===== config.mk =====
export PLATFORM = sky130hd
export DESIGN_NAME = spi_clock_divider_search_core
export DESIGN_NICKNAME = d
export VERILOG_FILES = /design/src/rtl/scd_pkg.sv /design/src/rtl/spi_clock_divider_search_core.sv /design/src/rtl/scd_regs.sv /design/src/rtl/scd_ctrl.sv /design/src/rtl/scd_datapath.sv
export SDC_FILE = /design/constraint.sdc
export NUM_CORES = 2
export LEC_CHECK = 0
export BUFFER_PORTS_ARGS = -buffer_cell sky130_fd_sc_hd__buf_2
export CAP_MARGIN = 20
export CELL_PAD_IN_SITES_DETAIL_PLACEMENT = 1
export CELL_PAD_IN_SITES_GLOBAL_PLACEMENT = 2
export CORE_ASPECT_RATIO = 0.7
export CORE_UTILIZATION = 32
export DETAILED_ROUTE_END_ITERATION = 6
export GPL_TIMING_DRIVEN = 0
export PLACE_DENSITY_LB_ADDON = 0.1
export SETUP_SLACK_MARGIN = 0.5
export SLEW_MARGIN = 40
export SYNTH_ARGS = -nofsm -noshare
export SYNTH_HDL_FRONTEND = slang
export SYNTH_SLANG_ARGS = --single-unit

===== constraint.sdc =====
create_clock -name clk -period 10.5 [get_ports clk]
set_clock_uncertainty 0.1 [all_clocks]
set_input_delay 1.05 -clock clk [delete_from_list [all_inputs] [get_ports clk]]
set_output_delay 1.05 -clock clk [all_outputs]
set_load 0.02 [all_outputs]

===== src/rtl/scd_pkg.sv =====
// ----------------------------------------------------------------------------
// scd_pkg
// Shared widths, constants and controller/datapath interface types for the
// serial clock divider search.
// ----------------------------------------------------------------------------
package scd_pkg;

	localparam int unsigned REQ_W        = 31;
	localparam int unsigned CLK_W        = 31;
	localparam int unsigned BASE_W       = 29;  // clock / 4
	localparam int unsigned DIV_W        = 15;  // (d+1)*p <= 256*127
	localparam int unsigned P_W          = 7;
	localparam int unsigned D_W          = 8;
	localparam int unsigned ADDR_W       = 3;
	localparam int unsigned DATA_W       = 32;

	localparam int unsigned MAX_DIVIDER  = 255;
	localparam int unsigned MAX_PRESCALE = 127;

	localparam logic [CLK_W-1:0] SYS_CLK_RESET = CLK_W'(100000000);

	// register indexes
	localparam logic REG_SYS_CLK = 1'b0;

	typedef struct packed {
		logic start;  // latch request, clear search state
		logic issue;  // push current pair into the divider pipe
		logic load;   // move the winner into the output register
	} scd_cmd_t;

	typedef struct packed {
		logic last_pair;
		logic pipe_empty;
		logic out_free;
	} scd_status_t;

endpackage


===== src/rtl/spi_clock_divider_search_core.sv =====
// ----------------------------------------------------------------------------
// spi_clock_divider_search_core
// Finds the prescale / divider pair whose serial clock rate lies closest to
// a requested rate.
// ----------------------------------------------------------------------------
//  channel   signals                               transaction
//  input     in_valid, in_stall, requested_rate    one request
//  output    out_valid, out_stall, clock_prescale, one winning pair
//            serial_divider
//  config    psel, penable, pwrite, paddr, pwdata, register write / read
//            prdata, pready
//
//  one pair enters the divider pipe per cycle: the pair counter issues 24,511
//  pairs, which pass through the 29 one-bit-per-stage divider stages and
//  drain from the pipe before the winner is loaded into the output register
//  one request at a time; the next is taken while a result waits in the
//  output register, and a stalled result holds the finishing search
//  asynchronous reset clears control state and loads the clock register
// ----------------------------------------------------------------------------
module spi_clock_divider_search_core (
	input  logic                        clk,
	input  logic                        arst_n,
	input  logic                        in_valid,
	output logic                        in_stall,
	input  logic [scd_pkg::REQ_W-1:0]   requested_rate,
	output logic                        out_valid,
	input  logic                        out_stall,
	output logic [scd_pkg::P_W-1:0]     clock_prescale,
	output logic [scd_pkg::D_W-1:0]     serial_divider,
	input  logic                        psel,
	input  logic                        penable,
	input  logic                        pwrite,
	input  logic [scd_pkg::ADDR_W-1:0]  paddr,
	input  logic [scd_pkg::DATA_W-1:0]  pwdata,
	output logic [scd_pkg::DATA_W-1:0]  prdata,
	output logic                        pready
);
	import scd_pkg::*;

	logic [CLK_W-1:0] sys_clk_hz;
	scd_cmd_t         cmd;
	scd_status_t      status;

	scd_regs u_regs (
		.clk        (clk),
		.arst_n     (arst_n),
		.psel       (psel),
		.penable    (penable),
		.pwrite     (pwrite),
		.paddr      (paddr),
		.pwdata     (pwdata),
		.prdata     (prdata),
		.pready     (pready),
		.sys_clk_hz (sys_clk_hz)
	);

	scd_ctrl u_ctrl (
		.clk      (clk),
		.arst_n   (arst_n),
		.in_valid (in_valid),
		.in_stall (in_stall),
		.status   (status),
		.cmd      (cmd)
	);

	scd_datapath u_dp (
		.clk            (clk),
		.arst_n         (arst_n),
		.requested_rate (requested_rate),
		.sys_clk_hz     (sys_clk_hz),
		.cmd            (cmd),
		.status         (status),
		.out_stall      (out_stall),
		.out_valid      (out_valid),
		.clock_prescale (clock_prescale),
		.serial_divider (serial_divider)
	);

endmodule


===== src/rtl/scd_regs.sv =====
// ----------------------------------------------------------------------------
// scd_regs
// APB-style register file holding the system clock frequency.
// ----------------------------------------------------------------------------
module scd_regs (
	input  logic                        clk,
	input  logic                        arst_n,
	input  logic                        psel,
	input  logic                        penable,
	input  logic                        pwrite,
	input  logic [scd_pkg::ADDR_W-1:0]  paddr,
	input  logic [scd_pkg::DATA_W-1:0]  pwdata,
	output logic [scd_pkg::DATA_W-1:0]  prdata,
	output logic                        pready,
	output logic [scd_pkg::CLK_W-1:0]   sys_clk_hz
);
	import scd_pkg::*;

	logic [CLK_W-1:0] sys_clk_q;
	logic             wr_en;

	assign pready = 1'b1;
	assign wr_en  = psel && penable && pwrite && (paddr[2] == REG_SYS_CLK);

	always_ff @(posedge clk or negedge arst_n) begin
		if (!arst_n) begin
			sys_clk_q <= SYS_CLK_RESET;
		end else if (wr_en) begin
			sys_clk_q <= pwdata[CLK_W-1:0];
		end
	end

	assign prdata     = (paddr[2] == REG_SYS_CLK) ? DATA_W'(sys_clk_q) : '0;
	assign sys_clk_hz = sys_clk_q;

endmodule


===== src/rtl/scd_ctrl.sv =====
// ----------------------------------------------------------------------------
// scd_ctrl
// Search sequencer: issues every divider pair, drains the divider pipe and
// hands the winner to the output register.
// ----------------------------------------------------------------------------
module scd_ctrl (
	input  logic                 clk,
	input  logic                 arst_n,
	input  logic                 in_valid,
	output logic                 in_stall,
	input  scd_pkg::scd_status_t status,
	output scd_pkg::scd_cmd_t    cmd
);
	import scd_pkg::*;

	typedef enum logic [3:0] {
		ST_IDLE  = 4'b0001,
		ST_RUN   = 4'b0010,
		ST_DRAIN = 4'b0100,
		ST_HOLD  = 4'b1000
	} state_t;

	state_t state_q, state_d;

	assign in_stall = (state_q != ST_IDLE);

	always_comb begin
		state_d   = state_q;
		cmd       = '0;
		unique case (state_q)
			ST_IDLE: begin
				if (in_valid) begin
					cmd.start = 1'b1;
					state_d   = ST_RUN;
				end
			end
			ST_RUN: begin
				cmd.issue = 1'b1;
				if (status.last_pair) begin
					state_d = ST_DRAIN;
				end
			end
			ST_DRAIN: begin
				if (status.pipe_empty) begin
					if (status.out_free) begin
						cmd.load = 1'b1;
						state_d  = ST_IDLE;
					end else begin
						state_d  = ST_HOLD;
					end
				end
			end
			ST_HOLD: begin
				if (status.out_free) begin
					cmd.load = 1'b1;
					state_d  = ST_IDLE;
				end
			end
			default: begin
				state_d = ST_IDLE;
			end
		endcase
	end

	always_ff @(posedge clk or negedge arst_n) begin
		if (!arst_n) begin
			state_q <= ST_IDLE;
		end else begin
			state_q <= state_d;
		end
	end

endmodule


===== src/rtl/scd_datapath.sv =====
// ----------------------------------------------------------------------------
// scd_datapath
// Pair counters, divisor multiplier, bit-per-stage restoring divider pipe,
// error stage, best-pair tracking and output register.
// ----------------------------------------------------------------------------
module scd_datapath (
	input  logic                        clk,
	input  logic                        arst_n,
	input  logic [scd_pkg::REQ_W-1:0]   requested_rate,
	input  logic [scd_pkg::CLK_W-1:0]   sys_clk_hz,
	input  scd_pkg::scd_cmd_t           cmd,
	output scd_pkg::scd_status_t        status,
	input  logic                        out_stall,
	output logic                        out_valid,
	output logic [scd_pkg::P_W-1:0]     clock_prescale,
	output logic [scd_pkg::D_W-1:0]     serial_divider
);
	import scd_pkg::*;

	// search operands
	logic [REQ_W-1:0]  req_q;
	logic [BASE_W-1:0] base_q;

	// pair counters
	logic [D_W-1:0]    d_q;
	logic [P_W-1:0]    p_q;
	logic [D_W-1:0]    p_lim;
	logic              p_wrap;
	logic [DIV_W:0]    prod;

	// stage 1: divisor
	logic              valid_s1;
	logic [DIV_W-1:0]  div_s1;
	logic [P_W-1:0]    p_s1;
	logic [D_W-1:0]    d_s1;

	// stage 2: one quotient bit per entry
	logic [BASE_W-1:0] dv_valid_s2;
	logic [DIV_W-1:0]  dv_rem_s2 [BASE_W];
	logic [DIV_W-1:0]  dv_div_s2 [BASE_W];
	logic [BASE_W-1:0] dv_quo_s2 [BASE_W];
	logic [P_W-1:0]    dv_p_s2   [BASE_W];
	logic [D_W-1:0]    dv_d_s2   [BASE_W];

	logic [DIV_W:0]    trial  [BASE_W];
	logic [DIV_W-1:0]  sdiv   [BASE_W];
	logic [BASE_W-1:0] squo   [BASE_W];
	logic              ge     [BASE_W];
	logic [DIV_W-1:0]  nx_rem [BASE_W];
	logic [BASE_W-1:0] nx_quo [BASE_W];

	// stage 3: error
	logic              valid_s3;
	logic [REQ_W-1:0]  err_s3;
	logic [P_W-1:0]    p_s3;
	logic [D_W-1:0]    d_s3;
	logic [REQ_W-1:0]  got;
	logic [REQ_W-1:0]  err_d;

	// best so far
	logic              best_have_q;
	logic [REQ_W-1:0]  best_err_q;
	logic [P_W-1:0]    best_p_q;
	logic [D_W-1:0]    best_d_q;

	// output register
	logic              out_valid_q;
	logic [P_W-1:0]    out_p_q;
	logic [D_W-1:0]    out_d_q;

	// prescale runs 1..min(d+1, 127)
	assign p_lim  = (d_q >= D_W'(MAX_PRESCALE)) ? D_W'(MAX_PRESCALE) : d_q + D_W'(1);
	assign p_wrap = ({1'b0, p_q} == p_lim);
	assign prod   = (DIV_W+1)'(({8'd0, d_q} + 16'd1) * {9'd0, p_q});

	assign status.last_pair  = p_wrap && (d_q == D_W'(MAX_DIVIDER));
	assign status.pipe_empty = !valid_s1 && !(|dv_valid_s2) && !valid_s3;
	assign status.out_free   = !out_valid_q || !out_stall;

	always_comb begin
		for (int k = 0; k < BASE_W; k++) begin
			if (k == 0) begin
				trial[k] = {{DIV_W{1'b0}}, base_q[BASE_W-1]};
				sdiv[k]  = div_s1;
				squo[k]  = '0;
			end else begin
				trial[k] = {dv_rem_s2[k-1], base_q[BASE_W-1-k]};
				sdiv[k]  = dv_div_s2[k-1];
				squo[k]  = dv_quo_s2[k-1];
			end
			ge[k]     = (trial[k] >= {1'b0, sdiv[k]});
			// remainder stays below the divisor, so it fits DIV_W bits
			nx_rem[k] = ge[k] ? DIV_W'(trial[k] - {1'b0, sdiv[k]}) : trial[k][DIV_W-1:0];
			nx_quo[k] = {squo[k][BASE_W-2:0], ge[k]};
		end
	end

	assign got   = REQ_W'(dv_quo_s2[BASE_W-1]);
	assign err_d = (req_q > got) ? (req_q - got) : (got - req_q);

	// control flops
	always_ff @(posedge clk or negedge arst_n) begin
		if (!arst_n) begin
			valid_s1    <= 1'b0;
			dv_valid_s2 <= '0;
			valid_s3    <= 1'b0;
			best_have_q <= 1'b0;
			out_valid_q <= 1'b0;
			d_q         <= '0;
			p_q         <= P_W'(1);
		end else begin
			valid_s1    <= cmd.issue;
			dv_valid_s2 <= {dv_valid_s2[BASE_W-2:0], valid_s1};
			valid_s3    <= dv_valid_s2[BASE_W-1];
			if (cmd.start) begin
				best_have_q <= 1'b0;
				d_q         <= '0;
				p_q         <= P_W'(1);
			end else begin
				if (valid_s3 && (!best_have_q || (err_s3 < best_err_q))) begin
					best_have_q <= 1'b1;
				end
				if (cmd.issue) begin
					if (p_wrap) begin
						p_q <= P_W'(1);
						d_q <= d_q + D_W'(1);
					end else begin
						p_q <= p_q + P_W'(1);
					end
				end
			end
			if (cmd.load) begin
				out_valid_q <= 1'b1;
			end else if (!out_stall) begin
				out_valid_q <= 1'b0;
			end
		end
	end

	// payload flops
	always_ff @(posedge clk) begin
		if (cmd.start) begin
			req_q  <= requested_rate;
			base_q <= sys_clk_hz[CLK_W-1:2];
		end
		div_s1 <= prod[DIV_W-1:0];
		p_s1   <= p_q;
		d_s1   <= d_q;
		for (int k = 0; k < BASE_W; k++) begin
			dv_rem_s2[k] <= nx_rem[k];
			dv_div_s2[k] <= sdiv[k];
			dv_quo_s2[k] <= nx_quo[k];
			dv_p_s2[k]   <= (k == 0) ? p_s1 : dv_p_s2[(k == 0) ? 0 : k-1];
			dv_d_s2[k]   <= (k == 0) ? d_s1 : dv_d_s2[(k == 0) ? 0 : k-1];
		end
		err_s3 <= err_d;
		p_s3   <= dv_p_s2[BASE_W-1];
		d_s3   <= dv_d_s2[BASE_W-1];
		// strict less keeps the earliest pair on a tie
		if (valid_s3 && (!best_have_q || (err_s3 < best_err_q))) begin
			best_err_q <= err_s3;
			best_p_q   <= p_s3;
			best_d_q   <= d_s3;
		end
		if (cmd.load) begin
			out_p_q <= best_p_q;
			out_d_q <= best_d_q;
		end
	end

	assign out_valid      = out_valid_q;
	assign clock_prescale = out_p_q;
	assign serial_divider = out_d_q;

endmodule


[Word level (Yosys, flattened, before mapping)]
Memories as Yosys holds them, arrays and structs flattened. A register that Yosys moved wholly into a read port is not among the register bits.
Index checks and enable logic that the tools add are counted.
Cells by class
  $add $sub $neg: 34
  $mul: 1
  $lt $le $gt $ge: 32
  eq/ne operators: 12
  muxes and demuxes: 54
  bitwise logic cells: 1
  reductions and logical operators: 21
Operator list (count)
  16-bit by 15-bit greater-or-equal comparator with 1-bit output: 28
  15-bit 2-to-1 mux: 29
  15-bit subtractor: 28
  31-bit 2-to-1 mux: 2
  8-bit 2-to-1 mux: 4
  31-bit by 29-bit > comparator with 1-bit output: 1
  31-bit < comparator: 1
  29-bit by 31-bit subtractor with 31-bit output: 1
  31-bit by 29-bit subtractor with 31-bit output: 1
  29-bit OR reduction: 1
  7-bit 2-to-1 mux: 3
  4-bit 2-to-1 mux: 5
  16-bit by 7-bit multiplier with 15-bit output: 1
  4-bit one-hot mux with 4 select lines: 1
  1-bit by 15-bit greater-or-equal comparator with 1-bit output: 1
  1-bit by 15-bit subtractor with 15-bit output: 1
  8-bit by 1-bit adder with 9-bit output (second input constant): 1
  1-bit 2-to-1 mux: 9
  8-bit by 1-bit adder with 8-bit output (second input constant): 1
  7-bit by 8-bit equality test with 1-bit output: 1
  8-bit equality test (second input constant): 1
  8-bit by 7-bit greater-or-equal comparator with 1-bit output (second input constant): 1
  2-bit inequality test (second input constant): 4
  7-bit by 1-bit adder with 7-bit output (second input constant): 1
  other kinds (14): 28
Storage, ports and cells
  flip-flop bits (word level): 265
  memory bits (writable): 2146
  bits of input ports: 73
  output and inout port bits: 50
  logic and storage cells: 180
  memories kept: 5
Memories
  u_dp.dv_quo_s2: words 29, width 29, rd ports 29, clocked after Yosys merged registers in 0, wr ports 29, RTL line scd_datapath.sv:41  | logic [BASE_W-1:0] dv_quo_s2 [BASE_W];
  u_dp.dv_div_s2: words 29, width 15, rd ports 28, clocked after Yosys merged registers in 0, wr ports 29, RTL line scd_datapath.sv:40  | logic [DIV_W-1:0] dv_div_s2 [BASE_W];
  u_dp.dv_rem_s2: words 29, width 15, rd ports 28, clocked after Yosys merged registers in 0, wr ports 29, RTL line scd_datapath.sv:39  | logic [DIV_W-1:0] dv_rem_s2 [BASE_W];
  u_dp.dv_d_s2: words 29, width 8, rd ports 29, clocked after Yosys merged registers in 1, wr ports 29, RTL line scd_datapath.sv:43  | logic [D_W-1:0] dv_d_s2 [BASE_W];
  u_dp.dv_p_s2: words 29, width 7, rd ports 29, clocked after Yosys merged registers in 1, wr ports 29, RTL line scd_datapath.sv:42  | logic [P_W-1:0] dv_p_s2 [BASE_W];

[Depth between registers and ports, before layout]
  word-level depth: 7
  depth in mapped cells: 22
  mapped depth without buffers: 20

[Cells and area by module]
From an unflattened synthesis, not the netlist that was laid out.
Second synthesis, totals
  cell total of the unflattened synthesis: 6647
  area total of the unflattened synthesis: 72707.2 um^2
By module, submodules not included
  scd_datapath: instances 1, cells an instance 6508, area an instance 70841.7 um^2, sequential area each 40590.2 um^2
  scd_regs: instances 1, cells an instance 104, area an instance 1537.7 um^2, sequential area each 790.8 um^2
  scd_ctrl: instances 1, cells an instance 35, area an instance 327.8 um^2, sequential area each 101.3 um^2

[Least setup slack after synthesis]
No wires, ideal clock.
  kind: reg2reg
  start point: register u_dp.d_q[0]
  end point: register u_dp.div_s1[13]
  library setup time: 0.118 ns
  arrival: 4.840 ns
  data required time: 10.282 ns
  setup slack: 5.442 ns
  stages on the path, launching flop included: 22
  buffers on the path: 2
  clock period less this slack: 5.058 ns
  cells stage by stage: dfrtp_1 > buf_6 > and3_4 > and3_1 > buf_4 > xnor2_1 > nor2_1 > fa_1 > inv_1 > fa_1 > inv_1 > fa_1 > inv_1 > fa_1 > inv_1 > ha_1 > a21oi_1 > nor2b_1 > o2111ai_1 > nand3_1 > o211a_1 > xor2_1
On the way
  word-level cells in the longest chain between the ends: 2
RTL lines
  start, declared: RTL line scd_datapath.sv:25  | logic [D_W-1:0] d_q;
  start signal, assigned: RTL line scd_datapath.sv:126  | d_q <= d_q + D_W'(1);
  8-bit by 1-bit adder with 9-bit output: RTL line scd_datapath.sv:74  | assign prod = (DIV_W+1)'(({8'd0, d_q} + 16'd1) * {9'd0, p_q});
  16-bit by 7-bit multiplier with 15-bit output: RTL line scd_datapath.sv:74
  named net u_dp.prod[13]: RTL line scd_datapath.sv:29  | logic [DIV_W:0] prod;
  end signal, assigned: RTL line scd_datapath.sv:146  | div_s1 <= prod[DIV_W-1:0];
  end, declared: RTL line scd_datapath.sv:33  | logic [DIV_W-1:0] div_s1;
The timed path passes the listed nets, and every way through them passes these cells.
A chain may end at the register's enable or synchronous reset.

[Final worst setup path]
Ends and elaborated chain as after synthesis.

==> metrics list <==
* Vias after detailed routing: 46.1k
- The flow ran to the end, and the final reports show no timing, DRC or antenna violations.
* Worst hold endpoint: u_dp.dv_p_s2[11][0]
- The critical path goes through buf_6 > and3_4 > and3_1 > buf_4 > xnor2_1 > nor2_1 > fa_1 > inv_1 > fa_1 > inv_1 > fa_1 > inv_1 > fa_1 > inv_1 > ha_1 > a21oi_1 > nor2b_1 > o2111ai_1 > nand3_1 > o211a_1 > xor2_1.
- Type of the tightest min-delay check: flip-flop to flip-flop
* Final estimated routing congestion in global placement: approximately 0.8
* Initial Utilization: ~32%
- Layout Nets: 7626
- Number of global-route vias before repair: between 40k and 50k
- In this run, the number of DRC markers left after iteration 0 of detailed routing was 2230.
- Global-route wire length before repair: roughly 300000 um
- The synthesized design contains between 100 and 150 enable-type register cells.
- Placed Cells: slightly below 10k
* Hold_buf cts: 1
- Number of levels in the clock H-tree: 4
* CP max stage delay: 600 ps
* Global-route congestion overflow total: 0
- The final critical path takes up 53.9% of the cycle.
- The region available for standard cell placement spans 226000 um^2.
- Most used flip-flop cell after synthesis: dfxtp_1
* Leading cell types by total area after synthesis: dfxtp_1 (49%), ha_1 (9.4%), edfxtp_1 (5.0%)
* Detail Route Antenna Nets: 0
- The floorplan step set the die width to between 500 and 600 um.
- Worst R2R Start: u_dp.d_q[0]
* Area grow syn2layout: 15.6%
- Dividing total power by cell area gives a power density of around 370 nW/um^2.
- Fin area: 84100 um^2
- The number of max-slew violations in the final report was 0.
- Across the VDD grid, the largest voltage drop is 0.166 mV.
- The worst pin sits at a relative slew slack of a little over a third.
* Wirelength, routed: around 190000 um
- Counting flops with an async set or reset pin after synthesis yields a share of 4.17%.
- Setup violations remaining at the end of the flow were counted as 0.
- The die is between 400 and 500 um tall.
* Clock latency on the worst-skew pair: approximately 860 ps
- At the worst endpoint, the required time is between 10000 and 15000 ps.
- Buffers inserted during post-CTS setup optimization: 0
* Share of synthesized area occupied by flip-flops and latches: 57.0%
- TritonCTS built the clock tree.
- Worst setup SP type: flip-flop
- Post-synth top area cell: dfxtp_1
* Number of non-filler instances in the completed layout: just over 10k
- Using the TritonRoute via totals, the vias-per-cell ratio works out to roughly 4.5.
* Worst-margin pin slew: 970 ps
- Overall Power: 30.7 mW
- Number of buffers inserted by port buffering: 117
* CTS Root Buffer Type: clkbuf_16
- During synthesis, Yosys emitted a total of 0 warnings.
- First-pass iteration count of the detailed router: 5
- TritonCTS created 200 clock buffers.
- Mean Syn Cell Area: ~11 um^2
* Time the final worst path needs with I/O delays and setup: 5660 ps
* Area share of the largest cell type after synthesis: 49.1%
- Data arrival time of the critical path: between 6000 and 7000 ps
* GR Util All Layers: between 10% and 20%
- Summing every instance area after synthesis gives 72800 um^2.
* Worst hold slack: between 150 and 200 ps
- For this design the top-level I/O count stands at approximately 120.
- Summing all placed instances gives a cell area of 77400 um^2.
- # DRC: 0
- Dividing the detail-routed wire length by the instance count gives around 19 um.
- Number of unique standard cell types used by synthesis: 89
* CTS clock-pin slew for the worst setup and hold paths: 60 ps
- Reg2Reg Setup Slack: about 4800 ps
* Unrepaired setup endpoints after global routing: false
- After technology mapping, the gate count stands at ~6.6k.
- Static timing analysis puts the maximum clock frequency at about 180 MHz.
- In this run the most critical hold path is launched from u_dp.dv_p_s2[10][0].
- The slowest stage of the critical path is the xnor2_1 cell.
- The floorplan has between 100 and 150 rows.
- The die covers 229000 um^2.
- Bufs on Longest Clock Path: 4
- The endpoint identified for the worst register-to-register timing path is u_dp.div_s1[13].
- Peak fanout along the critical path: 10
* Fraction of layout cells with a size suffix above 1: ~11%
- Number of antenna violations at the first check in global routing: 13
* Final number of hold-violating endpoints: 0
- Number of gates resized after cts: 0
* Worst hold stages: 0
- Setup TNS: 0 ps
- Counting cells, the worst reg-to-reg path comes to 21.
- Summed over all nets, the half-perimeter wirelength after detailed placement is roughly 150000 um.
- In the synthesized netlist, the cells that appear most often are dfxtp_1 (1786), inv_1 (663), ha_1 (544).
* CP Capture Type: flip-flop
- Register bit count reported by yosys: ~2.0k
- Library cell with the highest instance count after synthesis: dfxtp_1
- In this run the static leakage power is about 35 nW.
- Across the run, the number of max-cap violations was 0.
* Total clock sinks: roughly 2.0k
- Counting every net in the synthesized netlist gives between 7k and 8k.
- Worst Path Class, Setup: flip-flop to flip-flop
- Entering global routing, the biggest net connects 51 pins.
==> stage by stage <==
stage	utilization, %	setup slack (ps)
floorplan	-	5440
global placement	34.1	2600
detailed placement	34.2	4780
CTS	37.2	4760
global route	37.2	4470
finish	37.2	4840
==> worst max-delay path by stage <==
| stage | end | cells after the start | from | slack [ps] |
|---|---|---|---|---|
| 6_report | u_dp.div_s1[13] | 21 | u_dp.d_q[0] | 4840 |
| 5_1_grt | u_dp.div_s1[14] | 22 | u_dp.d_q[0] | 4470 |
| 4_1_cts | u_dp.div_s1[14] | 22 | u_dp.d_q[0] | 4760 |
| 3_5_place_dp | u_dp.div_s1[13] | 21 | u_dp.d_q[0] | 4780 |
| 3_3_place_gp | u_dp.best_p_q[2] | 10 | u_dp.best_err_q[1] | 2600 |
| 2_1_floorplan | u_dp.div_s1[13] | 21 | u_dp.d_q[0] | 5440 |
==> cells in the final DEF, fill, tap and decap left out, types with 57 or more instances in the layout <==
cell and count:
dfxtp_1 1786, nor2_1 337, inv_1 663, nor2b_1 101, buf_2 176, xnor2_1 186
clkbuf_16 210, a21o_1 247, nand4_1 65, ha_1 544, o21ai_0 393, nand2b_1 128
nand3_1 57, nor3_1 74, a21boi_0 70, xor2_1 140, fa_1 62, mux2_2 104
nand2_1 368, edfxtp_1 121, a21oi_1 355, dfrtp_1 69
==> per-layer routing <==
| metal | up-vias | routed length, um | track usage [%] | share of wire [%] |
|---|---|---|---|---|
| met5 | - | 0 | 0 | 0 |
| met4 | 0 | 4490 | 4.10 | 2.3 |
| met2 | 502 | 70000 | 21.7 | 37 |
| li1 | 23100 | - | - | - |
| met3 | 248 | 5880 | 2.34 | 3.1 |
| met1 | 22200 | 111000 | 27.7 | 58 |
==> flip-flops by register name, indices dropped and copies added, names as in the netlist, 8 cells and up <==
name,flops
u_dp.req_q,31
u_dp.dv_div_s2,420
u_dp.base_q,29
u_dp.d_s3,8
u_dp.d_s1,8
u_dp.dv_quo_s2,435
u_dp.best_err_q,31
u_dp.div_s1,15
u_dp.err_s3,31
u_dp.dv_rem_s2,420
u_dp.serial_divider,8
u_dp.dv_p_s2,203
u_dp.d_q,8
u_regs.sys_clk_hz,31
u_dp.dv_valid_s2,29
u_dp.best_d_q,8
u_dp.dv_d_s2,232
==> where the power goes <==
part           switching [mW]  internal, mW  leakage, nW
clock                    3.04          4.21         3.29
sequential               1.22          9.97         16.9
combinational            7.26          5.02         14.6
==> worst max-delay path, delay by kind of cell (launching register included) <==
kind / cells / cell delay, ps
XOR/XNOR: 2 / 730
buffers and inverters: 6 / 520
AND/OR/NAND/NOR: 5 / 730
AO/OA/AOI/OAI: 3 / 660
flip-flops: 1 / 410
adder cells (fa/ha/maj): 5 / 2370
==> area by class of cell <==
class,instances,area [um^2]
clock buffers,266,5800
clock inverters,89,923
fillers,24700,142000
repair buffers,128,801
inverters,663,2490
diodes,4,10.0
multi-input cells,3860,28300
flip-flops and latches,1990,41500
plain buffers,104,531
well taps,3034,3800
==> cells by family (layout without fill, tap and decap cells) <==
kind of cell	Yosys count	in the layout	synth area share, %
AO/OA/AOI/OAI	1446	1446	12.8
adder cells (fa/ha/maj)	606	606	11.1
buffers and inverters	767	1250	4.14
AND/OR/NAND/NOR	1362	1362	9.25
flip-flops	1990	1990	57.0
other	2	6	0.0103
XOR/XNOR	328	328	3.97
multiplexers	116	116	1.78
Power figures use the tool's default switching activity.
